`config.mk`:
```
export PLATFORM = sky130hd
export DESIGN_NAME = im2c_ctrl
export DESIGN_NICKNAME = d
export VERILOG_FILES = /design/src/sv/im2c_pkg.sv /design/src/sv/im2c_ctrl.sv
export SDC_FILE = /design/constraint.sdc
export NUM_CORES = 1
export LEC_CHECK = 0
export BUFFER_PORTS_ARGS = -buffer_cell sky130_fd_sc_hd__buf_4
export CAP_MARGIN = 40
export CORE_AREA = 2 2 39 41
export DETAILED_ROUTE_END_ITERATION = 6
export DIE_AREA = 0 0 41 43
export GPL_TIMING_DRIVEN = 1
export HOLD_SLACK_MARGIN = 0.05
export PLACE_DENSITY = 0.67
export SYNTH_ARGS = -nofsm -noshare
export SYNTH_HDL_FRONTEND = slang
export SYNTH_SLANG_ARGS = --single-unit
export TNS_END_PERCENT = 20
```
`constraint.sdc`:
```
create_clock -name clk -period 4.79 [get_ports clk]
set_clock_uncertainty 0.15 [all_clocks]
set_input_delay 0.479 -clock clk [delete_from_list [all_inputs] [get_ports clk]]
set_output_delay 0.479 -clock clk [all_outputs]
set_load 0.05 [all_outputs]
```
`src/sv/im2c_pkg.sv`:
```
// ----------------------------------------------------------------------------
// im2c_pkg
// Shared types and constants of the im2col address generator.
// ----------------------------------------------------------------------------
`timescale 1ns / 1ps

package im2c_pkg;

  // largest kernel side, image side and stride honored by the clamps
  localparam int MAX_KERNEL = 8;
  localparam int MAX_DIM    = 4096;
  localparam int MAX_STRIDE = 8;

  // field widths
  localparam int DIM_W   = 13;
  localparam int KER_W   = 4;
  localparam int PAD_W   = 3;
  localparam int STR_W   = 4;
  localparam int GRID_W  = 14;
  localparam int IDX_W   = 34;
  localparam int DST_W   = 40;
  localparam int TAP_W   = 3;
  localparam int CFG_W   = 13;
  localparam int CFGA_W  = 3;
  localparam int COORD_W = 15;

  // configuration register indexes
  typedef enum logic [CFGA_W-1:0] {
    REG_IMAGE_HEIGHT = 3'd0,
    REG_IMAGE_WIDTH  = 3'd1,
    REG_KERNEL_ROWS  = 3'd2,
    REG_KERNEL_COLS  = 3'd3,
    REG_PAD_ROWS     = 3'd4,
    REG_PAD_COLS     = 3'd5,
    REG_STRIDE_ROWS  = 3'd6,
    REG_STRIDE_COLS  = 3'd7
  } cfg_reg_t;

  // operand selection of the shared divider
  typedef enum logic [1:0] {
    DIV_GRID_ROWS,
    DIV_GRID_COLS,
    DIV_POS_COL,
    DIV_POS_ROW
  } div_sel_t;

  // controller states
  typedef enum logic [3:0] {
    S_IDLE,
    S_ROWS_GO,
    S_ROWS_WAIT,
    S_COLS_GO,
    S_COLS_WAIT,
    S_PLANE,
    S_COL_GO,
    S_COL_WAIT,
    S_ROW_GO,
    S_ROW_WAIT,
    S_MUL_A,
    S_MUL_B,
    S_MUL_C,
    S_LOAD,
    S_EMIT
  } state_t;

  // controller to datapath commands
  typedef struct packed {
    logic     div_start;
    div_sel_t div_sel;
    logic     div_capture;
    logic     plane_ld;
    logic     pos_ld;
    logic     mul_a;
    logic     mul_b;
    logic     mul_c;
    logic     tap_init;
    logic     tap_adv;
  } dp_cmd_t;

  // datapath to controller status
  typedef struct packed {
    logic div_done;
    logic last;
  } dp_stat_t;

endpackage

```
`src/sv/im2c_ctrl.sv`:
```
// ----------------------------------------------------------------------------
// im2c_ctrl
// Sequencer: grid setup after configuration, position split, tap walk.
// ----------------------------------------------------------------------------
`timescale 1ns / 1ps

module im2c_ctrl import im2c_pkg::*; (
  input  logic     clk,
  input  logic     rst_n,
  input  logic     in_valid,
  output logic     in_stall,
  output logic     out_valid,
  input  logic     out_stall,
  input  logic     cfg_we,
  input  dp_stat_t stat,
  output dp_cmd_t  cmd
);

  state_t state_r, state_nxt;
  logic   dirty_r, dirty_nxt;
  logic   in_acc;
  logic   out_acc;

  assign in_acc  = (state_r == S_IDLE) && !dirty_r && in_valid;
  assign out_acc = (state_r == S_EMIT) && !out_stall;

  // grid sizes need recomputing after any register write
  always_comb begin
    dirty_nxt = dirty_r;
    if (state_r == S_ROWS_GO) dirty_nxt = 1'b0;
    if (cfg_we) dirty_nxt = 1'b1;
  end

  // next state
  always_comb begin
    state_nxt = state_r;
    case (state_r)
      S_IDLE: begin
        if (dirty_r) state_nxt = S_ROWS_GO;
        else if (in_valid) state_nxt = S_COL_GO;
      end
      S_ROWS_GO:   state_nxt = S_ROWS_WAIT;
      S_ROWS_WAIT: if (stat.div_done) state_nxt = S_COLS_GO;
      S_COLS_GO:   state_nxt = S_COLS_WAIT;
      S_COLS_WAIT: if (stat.div_done) state_nxt = S_PLANE;
      S_PLANE:     state_nxt = S_IDLE;
      S_COL_GO:    state_nxt = S_COL_WAIT;
      S_COL_WAIT:  if (stat.div_done) state_nxt = S_ROW_GO;
      S_ROW_GO:    state_nxt = S_ROW_WAIT;
      S_ROW_WAIT:  if (stat.div_done) state_nxt = S_MUL_A;
      S_MUL_A:     state_nxt = S_MUL_B;
      S_MUL_B:     state_nxt = S_MUL_C;
      S_MUL_C:     state_nxt = S_LOAD;
      S_LOAD:      state_nxt = S_EMIT;
      S_EMIT:      if (out_acc && stat.last) state_nxt = S_IDLE;
      default:     state_nxt = S_IDLE;
    endcase
  end

  // datapath commands
  always_comb begin
    cmd         = '0;
    cmd.div_sel = DIV_GRID_ROWS;
    case (state_r)
      S_IDLE:      cmd.pos_ld = in_acc;
      S_ROWS_GO:   cmd.div_start = 1'b1;
      S_ROWS_WAIT: cmd.div_capture = stat.div_done;
      S_COLS_GO: begin
        cmd.div_sel   = DIV_GRID_COLS;
        cmd.div_start = 1'b1;
      end
      S_COLS_WAIT: begin
        cmd.div_sel     = DIV_GRID_COLS;
        cmd.div_capture = stat.div_done;
      end
      S_PLANE:     cmd.plane_ld = 1'b1;
      S_COL_GO: begin
        cmd.div_sel   = DIV_POS_COL;
        cmd.div_start = 1'b1;
      end
      S_COL_WAIT: begin
        cmd.div_sel     = DIV_POS_COL;
        cmd.div_capture = stat.div_done;
      end
      S_ROW_GO: begin
        cmd.div_sel   = DIV_POS_ROW;
        cmd.div_start = 1'b1;
      end
      S_ROW_WAIT: begin
        cmd.div_sel     = DIV_POS_ROW;
        cmd.div_capture = stat.div_done;
      end
      S_MUL_A:     cmd.mul_a = 1'b1;
      S_MUL_B:     cmd.mul_b = 1'b1;
      S_MUL_C:     cmd.mul_c = 1'b1;
      S_LOAD:      cmd.tap_init = 1'b1;
      S_EMIT:      cmd.tap_adv = out_acc;
      default:     cmd = '0;
    endcase
  end

  // state registers, grid setup runs after reset too
  always_ff @(posedge clk) begin
    if (!rst_n) begin
      state_r <= S_IDLE;
      dirty_r <= 1'b1;
    end else begin
      state_r <= state_nxt;
      dirty_r <= dirty_nxt;
    end
  end

  assign in_stall  = !((state_r == S_IDLE) && !dirty_r);
  assign out_valid = (state_r == S_EMIT);

endmodule

```
# After elaboration in Yosys (flattened, before gate mapping)

Index checks and enable logic that the tools add are counted.

Flip-flop bits (word level): 5
Input port bits: 7
Output and inout port bits: 13
Logic and storage cells: 56

Equality and inequality tests: 20
Multiplexer cells: 18
Bitwise operators: 1
Reductions and logical operators: 15

Operators with widths:

| cell                                                | count |
|---|---|
| case mux 4 bit (14 select lines)                    | 1 |
| equality test 4 bit, second input constant          | 7 |
| 2-to-1 mux 4 bit                                    | 7 |
| equality test 4 x 3 -> 1 bit, second input constant | 4 |
| 2-to-1 mux 1 bit                                    | 9 |
| equality test 4 x 2 -> 1 bit, second input constant | 2 |
| != test 2 bit, second input constant                | 4 |
| OR reduction 2 bit                                  | 4 |
| OR reduction 4 bit                                  | 2 |
| case mux 2 bit (3 select lines)                     | 1 |
| AND reduction 6 bit                                 | 1 |
| equality test 4 x 1 -> 1 bit, second input constant | 1 |
| logical AND 1 bit                                   | 4 |
| zero test 4 bit                                     | 1 |
| zero test 1 bit                                     | 3 |
| != test 3 bit, second input constant                | 1 |
| != test 2 x 1 -> 1 bit, second input constant       | 1 |
| NOT 1 bit                                           | 1 |

# Depth between registers and ports, before layout

Gate-level depths: netlist of run 1.

Depth in word-level cells: 5
Depth in mapped cells: 7
Mapped depth without buffers: 5

# Least setup slack after synthesis of run 1

Ideal clock, no wire load.

Kind: register -> output
Start point: reg state_r[1]
End point: out cmd[5] in the netlist's numbering
Arrival time: 2137 ps
Required time: 4161 ps
Path slack: 2024 ps
Cell stages (with the launch flop): 5
Buffers on the path: 1
Cell sequence: dfxtp_1 -> clkbuf_1 -> or3_1 -> or3_1 -> nor2_1

RTL lines:

| item                   | RTL line         | source |
|---|---|---|
| start, declared        | im2c_ctrl.sv:19  | `state_t state_r, state_nxt;` |
| start signal, assigned | im2c_ctrl.sv:108 | `state_r <= state_nxt;` |
| end, declared          | im2c_ctrl.sv:16  | `output dp_cmd_t cmd` |

==> results of run 1 <==
kinds of logic after synthesis:
| group | after synthesis | synth area share |
|---|---|---|
| AO/OA/AOI/OAI | 19 | 0.239 |
| multiplexers | 1 | 0.0189 |
| AND/OR/NAND/NOR | 41 | 0.454 |
| buffers and inverters | 11 | 0.0993 |
| flip-flops | 5 | 0.189 |
metrics by stage:
step	util	worst slack (ps)	power (W)	cell area, µm²	hold slack, ps
6_report	0.493	2290	0.000393	682	276
5_1_grt	0.493	2170	0.000424	682	275
4_1_cts	0.493	2280	0.000394	682	265
3_5_place_dp	0.473	2550	0.000343	654	400
3_3_place_gp	0.473	2580	0.000341	654	418
2_1_floorplan	-	2020	0.000294	529	336
final cells by class:
cell class                      instances  area [µm²]  area share
Multi-Input combinational cell         61         377       0.552
Inverter                                4        15.0      0.0220
Tap cell                               16        20.0      0.0294
Sequential cell                         5         100       0.147
Clock inverter                          1        5.00     0.00734
Timing Repair Buffer                   19         143       0.209
Clock buffer                            3        22.5      0.0330
flip-flops by register name, summed over array words and instances, names as in the netlist:
name and count:
dirty_r 1, state_r 4
path summary, 6_finish.rpt:
kind	slack, ps	start	cells past startpoint	to
worst min register to register	420	dirty_r	2	dirty_r
worst max register to register	2780	state_r[2]	5	state_r[1]
worst max-delay path	2290	state_r[2]	3	cmd[7]
worst min-delay path	280	cfg_we	2	dirty_r
per-layer routing:
metal / GRT usage / up-vias
met5: 0 / -
met4: 0.100 / 0
met3: 0.0157 / 0
met2: 0.184 / 16
met1: 0.247 / 258
li1: - / 302
power by group:
part           internal (W)  total [W]  switching [W]
sequential        0.0000557   0.000114      0.0000586
combinational     0.0000964   0.000231       0.000134
clock             0.0000302  0.0000478      0.0000176
total              0.000182   0.000393       0.000210
worst reg2reg max path: stages (launching register included):
cell and delay, ps:
dfxtp_1 700, or4b_4 550, a21oi_2 160, nor3_2 80, o21a_1 110, o21a_1 160
cell usage in the layout (no fill, tap or decap), types with 3 or more instances in the layout:
cell type and instances:
nor2b_1 4, nand2b_1 5, clkbuf_4 3, nor2_1 14, nand2_1 4, inv_1 4, buf_4 19, dfxtp_1 5
a21oi_1 4, or3_1 3
==> metrics, run 1 <==
outcome complete, no violations; clk slew on worst S/H paths 50 ps; hold buffer count at cts 0; 1st-iter DRT viols 20; Main synth FF type dfxtp_1; top-count cell post-synth nor2_1; drt wl/cell 11.2 µm; Layout area overhead 28.8%; Chip Width 41 µm; Starting Density 0.382; CP max FO 20; Die H 43 µm; CP startpoint kind register; Crit. End Element output port; critical path required time 4160 ps; Detailed Routing Iterations Pass 1 4; DR DRC count 0; fin crit period 2500 ps; Final Hold Fails 0; Post-CTS Setup Inserts 0; Post-synth ARST share 0; met3 routed WL 66 µm; met1 wire length 614 µm; vias in the first global route 448; pin count of the biggest net entering global routing 21; Fillers 152; highest ir drop seen on vdd 366 µV; post-synth top area share 0.189; Max Freq 399 MHz; Die ar. 0.00176 mm²; Vias 576; crit path cell chain or4b_4, a31oi_1, buf_4; Worst Path Buf+Inv 1; Syn. warnings 0; crit-path max cell delay 700 ps; H-tree levels 1; Final Slew Violations 0; P per Cell Area 576 mW/mm²; nets@finish 101; largest delay contributor family on the critical path flip-flops; Mean Syn Cell Area 6.87 µm²; Root Driver clkbuf_4; met2 WL 538 µm; worst skew pair latency 240 ps; final setup vio count 0; Syn Nets 84; slew margin rel. 0.596; DR vias/cell 5.28; share of layout cells above drive strength 1 0.290; buffers added on ports 19; RSZ-0062 raised after global routing no; Gate Count Post-Synth 77; CTS tree built; DRT Wirelength 1.22 mm; diode count 0; GPL Wtd Cong 0.724; period utilisation layout 0.523; Yosys top cell by area dfxtp_1; post-synthesis cell type count 34; clk sinks 5; Setup Crit Path Kind reg2out; gr usage total 0.154; Slew @ Worst Pin 606 ps; max_cap viols 0; Arrival @ worst endpoint 1870 ps; cts bufs inserted 3; DP Wirelength 855 µm; final cell count without fillers 109; post-CTS resize count 0; remaining global-route overflow 0; count of state elements after synthesis 5; Antenna Nets Post-Route 0; Max stage delay cell, worst path dfxtp_1; HP Class in2reg; CORE AREA 0.00138 mm²; number of synthesized flops with an enable pin 0; Cell Area, Synth 529 µm²; most instantiated cells after synthesis 14 x nor2_1, 5 x dfxtp_1, 5 x nand2b_1; dominant cells by area after synthesis dfxtp_1 19%, nor2_1 9.9%, nand2b_1 5.9%; Leak 0.304 nW; antenna violations before repair 0; placed cells 105; sequential element share of the synthesized area 0.189; I/O pins 20; clk buf depth 2; Rows 14; global-route wire length before repair 1.90 mm; setup tns final 0 ps; highest metal used met3
Power figures use the tool's default switching activity.
==> inputs of run 2 (changes only) <==
==> constraint.sdc (replaced) <==
create_clock -name clk -period 2.45 [get_ports clk]
set_clock_uncertainty 0.15 [all_clocks]
set_input_delay 0.245 -clock clk [delete_from_list [all_inputs] [get_ports clk]]
set_output_delay 0.245 -clock clk [all_outputs]
set_load 0.05 [all_outputs]
==> metrics, run 2 (synthesis gave the netlist of run 1 again) <==
H-tree levels 1 (unchanged); biggest regs state_r (4), dirty_r (1); Setup WS post-layout 362 ps (-1920 ps); Post-CTS Setup Inserts 0 (unchanged); post-CTS resize count 0 (unchanged); max_cap viols 0 (unchanged); vias in the first global route 505 (+13%); period utilisation layout 0.852; Crit. End Element output port; Vias 593 (+3.0%); cts bufs inserted 3 (unchanged); pre-CTS WS 620 ps (-1930 ps); CORE AREA 0.00138 mm² (unchanged); RSZ-0062 raised after global routing no; most frequent cells in the layout 23 x buf_4, 13 x nor2_1, 5 x nand2b_1, 5 x dfxtp_1; DR vias/cell 5.25 (-0.69%); pin count of the biggest net entering global routing 14 (-33%); Detailed Routing Iterations Pass 1 4 (unchanged); Max stage delay cell, worst path or3_1; crit-path max cell delay 440 ps (-260 ps); Final Hold Fails 0 (unchanged); Chip Width 41 µm (unchanged); P per Cell Area 1130 mW/mm² (+96%); HP Class in2reg; final setup vio count 0 (unchanged); Tot Pwr 0.000806 W (+110%); clk slew on worst S/H paths 40 ps (about the same); DRT Wirelength 1.33 mm (+9.2%); Die H 43 µm (unchanged); max reg flops 4 (unchanged); DP Wirelength 1.00 mm (+17%); Antenna Nets Post-Route 0 (unchanged); fin crit period 2090 ps; Leak 0.322 nW (+5.9%); GPL Wtd Cong 0.775 (+7.0%); slew margin rel. 0.795 (+0.199); remaining global-route overflow 0 (unchanged); worst skew pair latency 240 ps (about the same); CP max FO 8 (-60%); cell with the most instances on the worst path or3_1; gr usage total 0.168 (+0.0130); Starting Density 0.382 (unchanged); critical path required time 2060 ps (-2100 ps); crit path cell chain or3_1, or3_1, nor2_2, buf_4; commonest non-fill, non-tap cell in the layout buf_4; setup slack, reg-to-reg 670 ps (-2110 ps); clk sinks 5 (unchanged); Die ar. 0.00176 mm² (unchanged); Max Freq 479 MHz; global-route wire length before repair 2.00 mm (+5.1%); clk buf depth 2 (unchanged); Slew @ Worst Pin 306 ps (-299 ps); I/O pins 20 (unchanged); antenna violations before repair 0 (unchanged); CP startpoint kind register; Layout area overhead 34.8%; 1st-iter DRT viols 11 (-45%); setup tns final 0 ps (unchanged); CTS tree built; highest ir drop seen on vdd 559 µV (+53%); diode count 0 (unchanged); DR DRC count 0 (unchanged); drt wl/cell 11.8 µm (+5.3%); Rows 14 (unchanged); hold buffer count at cts 0 (unchanged); Final Slew Violations 0 (unchanged); Largest Register state_r; Fillers 140 (-7.9%); Root Driver clkbuf_4; Setup Crit Path Kind reg2out; Arrival @ worst endpoint 1690 ps (-180 ps); nets@finish 105 (+4.0%); share of layout cells above drive strength 1 0.320 (+0.0293); buffers added on ports 19 (unchanged); outcome complete, no violations
==> run 2: power breakdown <==
part | total (W) | internal (W) | switching [W]
sequential | 0.000160 | 0.000109 | 0.0000507
clock | 0.0000929 | 0.0000614 | 0.0000314
combinational | 0.000554 | 0.000217 | 0.000336
==> run 2: routing by layer <==
metal	track usage	part of all wire	wire [µm]
met1	0.215	0.46	609
met2	0.247	0.46	606
met3	0.0157	0.065	86
met4	0.120	0.022	29
met5	0	0	0
==> run 2: layout make-up <==
class / count / area [µm²] / share of cell area
inverter: 4 / 15.0 / 0.0211
timing repair buffer: 23 / 173 / 0.242
clock buffer: 4 / 26.3 / 0.0368
tap: 16 / 20.0 / 0.0281
multi-input combinational: 61 / 379 / 0.532
sequential: 5 / 100 / 0.140
==> run 2: worst max-delay path: cells and delay by family, from the launching register on <==
kind / cells / cell delay [ps]
simple gates: 3 / 900
flops: 1 / 360
buf+inv: 1 / 200
==> run 2: final timing paths <==
check              from  cells after the start    endpoint
max reg2reg  state_r[2]                      5  state_r[1]
min              cfg_we                      2     dirty_r
max          state_r[3]                      4      cmd[5]
min reg2reg     dirty_r                      2     dirty_r
==> run 2: metrics by stage <==
stage,cells,utilization,instance area (µm²),hold slack [ps]
final,113,0.515,713,54.2
after global routing,113,0.515,713,60.7
after CTS,113,0.515,713,50.7
after detailed placement,109,0.496,687,298
after global placement,109,0.496,687,284
after floorplan,77,-,532,178
==> inputs of run 3 (changes only) <==
--- a/config.mk
+++ b/config.mk
@@ -5,14 +5,13 @@
 export SDC_FILE = /design/constraint.sdc
 export NUM_CORES = 1
 export LEC_CHECK = 0
-export BUFFER_PORTS_ARGS = -buffer_cell sky130_fd_sc_hd__buf_4
 export CAP_MARGIN = 40
 export CORE_AREA = 2 2 39 41
 export DETAILED_ROUTE_END_ITERATION = 6
 export DIE_AREA = 0 0 41 43
+export DONT_BUFFER_PORTS = 1
 export GPL_TIMING_DRIVEN = 1
 export HOLD_SLACK_MARGIN = 0.05
-export PLACE_DENSITY = 0.67
 export SYNTH_ARGS = -nofsm -noshare
 export SYNTH_HDL_FRONTEND = slang
 export SYNTH_SLANG_ARGS = --single-unit
==> metrics, run 3 (synthesis gave the netlist of run 1 again) <==
period utilisation layout 0.885 (+0.0329); CORE AREA 0.00138 mm² (unchanged); Final Slew Violations 0 (unchanged); RSZ-0062 raised after global routing no; DRT Wirelength 1.27 mm (-4.7%); max reg flops 4 (unchanged); setup tns final 0 ps (unchanged); Rows 14 (unchanged); Post-CTS Setup Inserts 0 (unchanged); most frequent cells in the layout 16 x buf_4, 13 x nor2_1, 5 x nand2b_1, 5 x dfxtp_1; Hold Path Cell Cnt 3 (+1); clk slew on worst S/H paths 40 ps (about the same); GRT met3 Usage 0 (-0.0157); CP startpoint kind register; Slew @ Worst Pin 481 ps (+175 ps); Detailed Routing Iterations Pass 1 4 (unchanged); Starting Density 0.382 (unchanged); biggest regs state_r (4), dirty_r (1); vias in the first global route 503 (-0.40%); I/O pins 20 (unchanged); DR vias/cell 5.53 (+5.3%); final setup vio count 0 (unchanged); Antenna Nets Post-Route 0 (unchanged); 1st-iter DRT viols 6 (-5); RR Startpoint state_r[3]; clk sinks 5 (unchanged); Critical path origin state_r[2]; pin count of the biggest net entering global routing 16 (+2); Flop pwr share 0.226 (+0.028); max_cap viols 0 (unchanged); CP max FO 15 (+7); DP Wirelength 938 µm (-6.3%); worst-case hold slack 117 ps (+63.1 ps); commonest non-fill, non-tap cell in the layout buf_4; Setup WS post-layout 281 ps (-80.7 ps); nets@finish 100 (-4.8%); CTS tree built; highest ir drop seen on vdd 555 µV (-0.64%); P per Cell Area 1180 mW/mm² (+4.4%); GPL Wtd Cong 0.760 (-1.9%); Arrival @ worst endpoint 1770 ps (+80 ps); Chip Width 41 µm (unchanged); Vias 597 (+0.67%); Gate power share 0.660 (-0.027); cts bufs inserted 3 (unchanged); setup slack, reg-to-reg 510 ps (-160 ps); Max Freq 461 MHz (-3.7%); Sw Ratio 0.520 (+0.00118); Leak 0.296 nW (-8.1%); met2 Resource Use GR 0.241 (-0.00625); global-route wire length before repair 2.00 mm (unchanged); clock power share 0.114 (about the same); Layout area overhead 30.0%; critical path required time 2060 ps (about the same); DR DRC count 0 (unchanged); drt wl/cell 11.7 µm (-0.32%); Die ar. 0.00176 mm² (unchanged); Die H 43 µm (unchanged); antenna violations before repair 0 (unchanged); worst skew pair latency 240 ps (about the same); Root Driver clkbuf_4; slew margin rel. 0.679 (-0.116); diode count 0 (unchanged); Largest Register state_r; Final Hold Fails 0 (unchanged); switching power 0.000423 W (+1.0%); pre-CTS WS 560 ps (-59.4 ps); Most Crowded Layer GR met2; Int Pwr 0.000390 W (+0.52%); outcome complete, no violations; remaining global-route overflow 0 (unchanged); min-delay src stat[1]; Reg2Reg Depth 5 (unchanged); HP Class in2reg; Fillers 148 (+5.7%); final core utilization 0.497 (-0.0181); share of layout cells above drive strength 1 0.272 (-0.0478); Setup Crit Path Kind reg2out; gr usage total 0.163 (-0.00469); buffers added on ports 0 (-19); Crit. End Element output port; met1 Use GR 0.226 (+0.0111); Tot Pwr 0.000812 W (+0.77%); fin crit period 2170 ps (+80.7 ps); H-tree levels 1 (unchanged); clk buf depth 2 (unchanged)
[run 3: changes by cell type in the layout (fill, tap and decap cells not counted), sizes merged]
cell / delta
buf: -7
dlygate4sd3: +2
[run 3: layout make-up]
| class | count | area (µm²) | area share |
|---|---|---|---|
| clock buffer | 4 | 26.3 | 0.0382 |
| inverter | 4 | 15.0 | 0.0218 |
| multi-input combinational | 61 | 387 | 0.562 |
| sequential | 5 | 100 | 0.145 |
| tap | 16 | 20.0 | 0.0291 |
| timing repair buffer | 18 | 140 | 0.204 |
[run 3: worst paths after layout]
kind,to
hold reg to reg,state_r[3]
hold / removal,state_r[3]
setup reg to reg,dirty_r
setup / recovery,cmd[7]
[run 3: metal layers]
layer / wire length, µm / share of wire
met5: 0 / 0
met4: 16 / 0.013
met3: 86 / 0.068
met2: 591 / 0.47
met1: 574 / 0.45
[run 3: per-stage QoR]
step,instance area (µm²),cells
floorplan,532,77
global placement,642,102
detailed placement,642,102
CTS,688,108
global route,688,108
finish,688,108
[run 3: critical path: stages, from the launching register on]
cell,delay (ps)
dfxtp_1,610
or4b_4,540
a31oi_1,170
buf_4,210
[run 3: timing repair]
item / in CTS / in global routing
hold endpoints to repair: 5 / 0
hold buffers: 2 / 0
gates resized for setup: 0 / 0
[run 3: power by group through the flow]
stage	Combinational (W)	Sequential, W	Clock, W
finish	0.000537	0.000183	0.0000926
global route	0.000587	0.000186	0.000103
CTS	0.000538	0.000179	0.0000981
detailed placement	0.000530	0.000180	0
global placement	0.000525	0.000178	0
floorplan	0.000447	0.000128	0
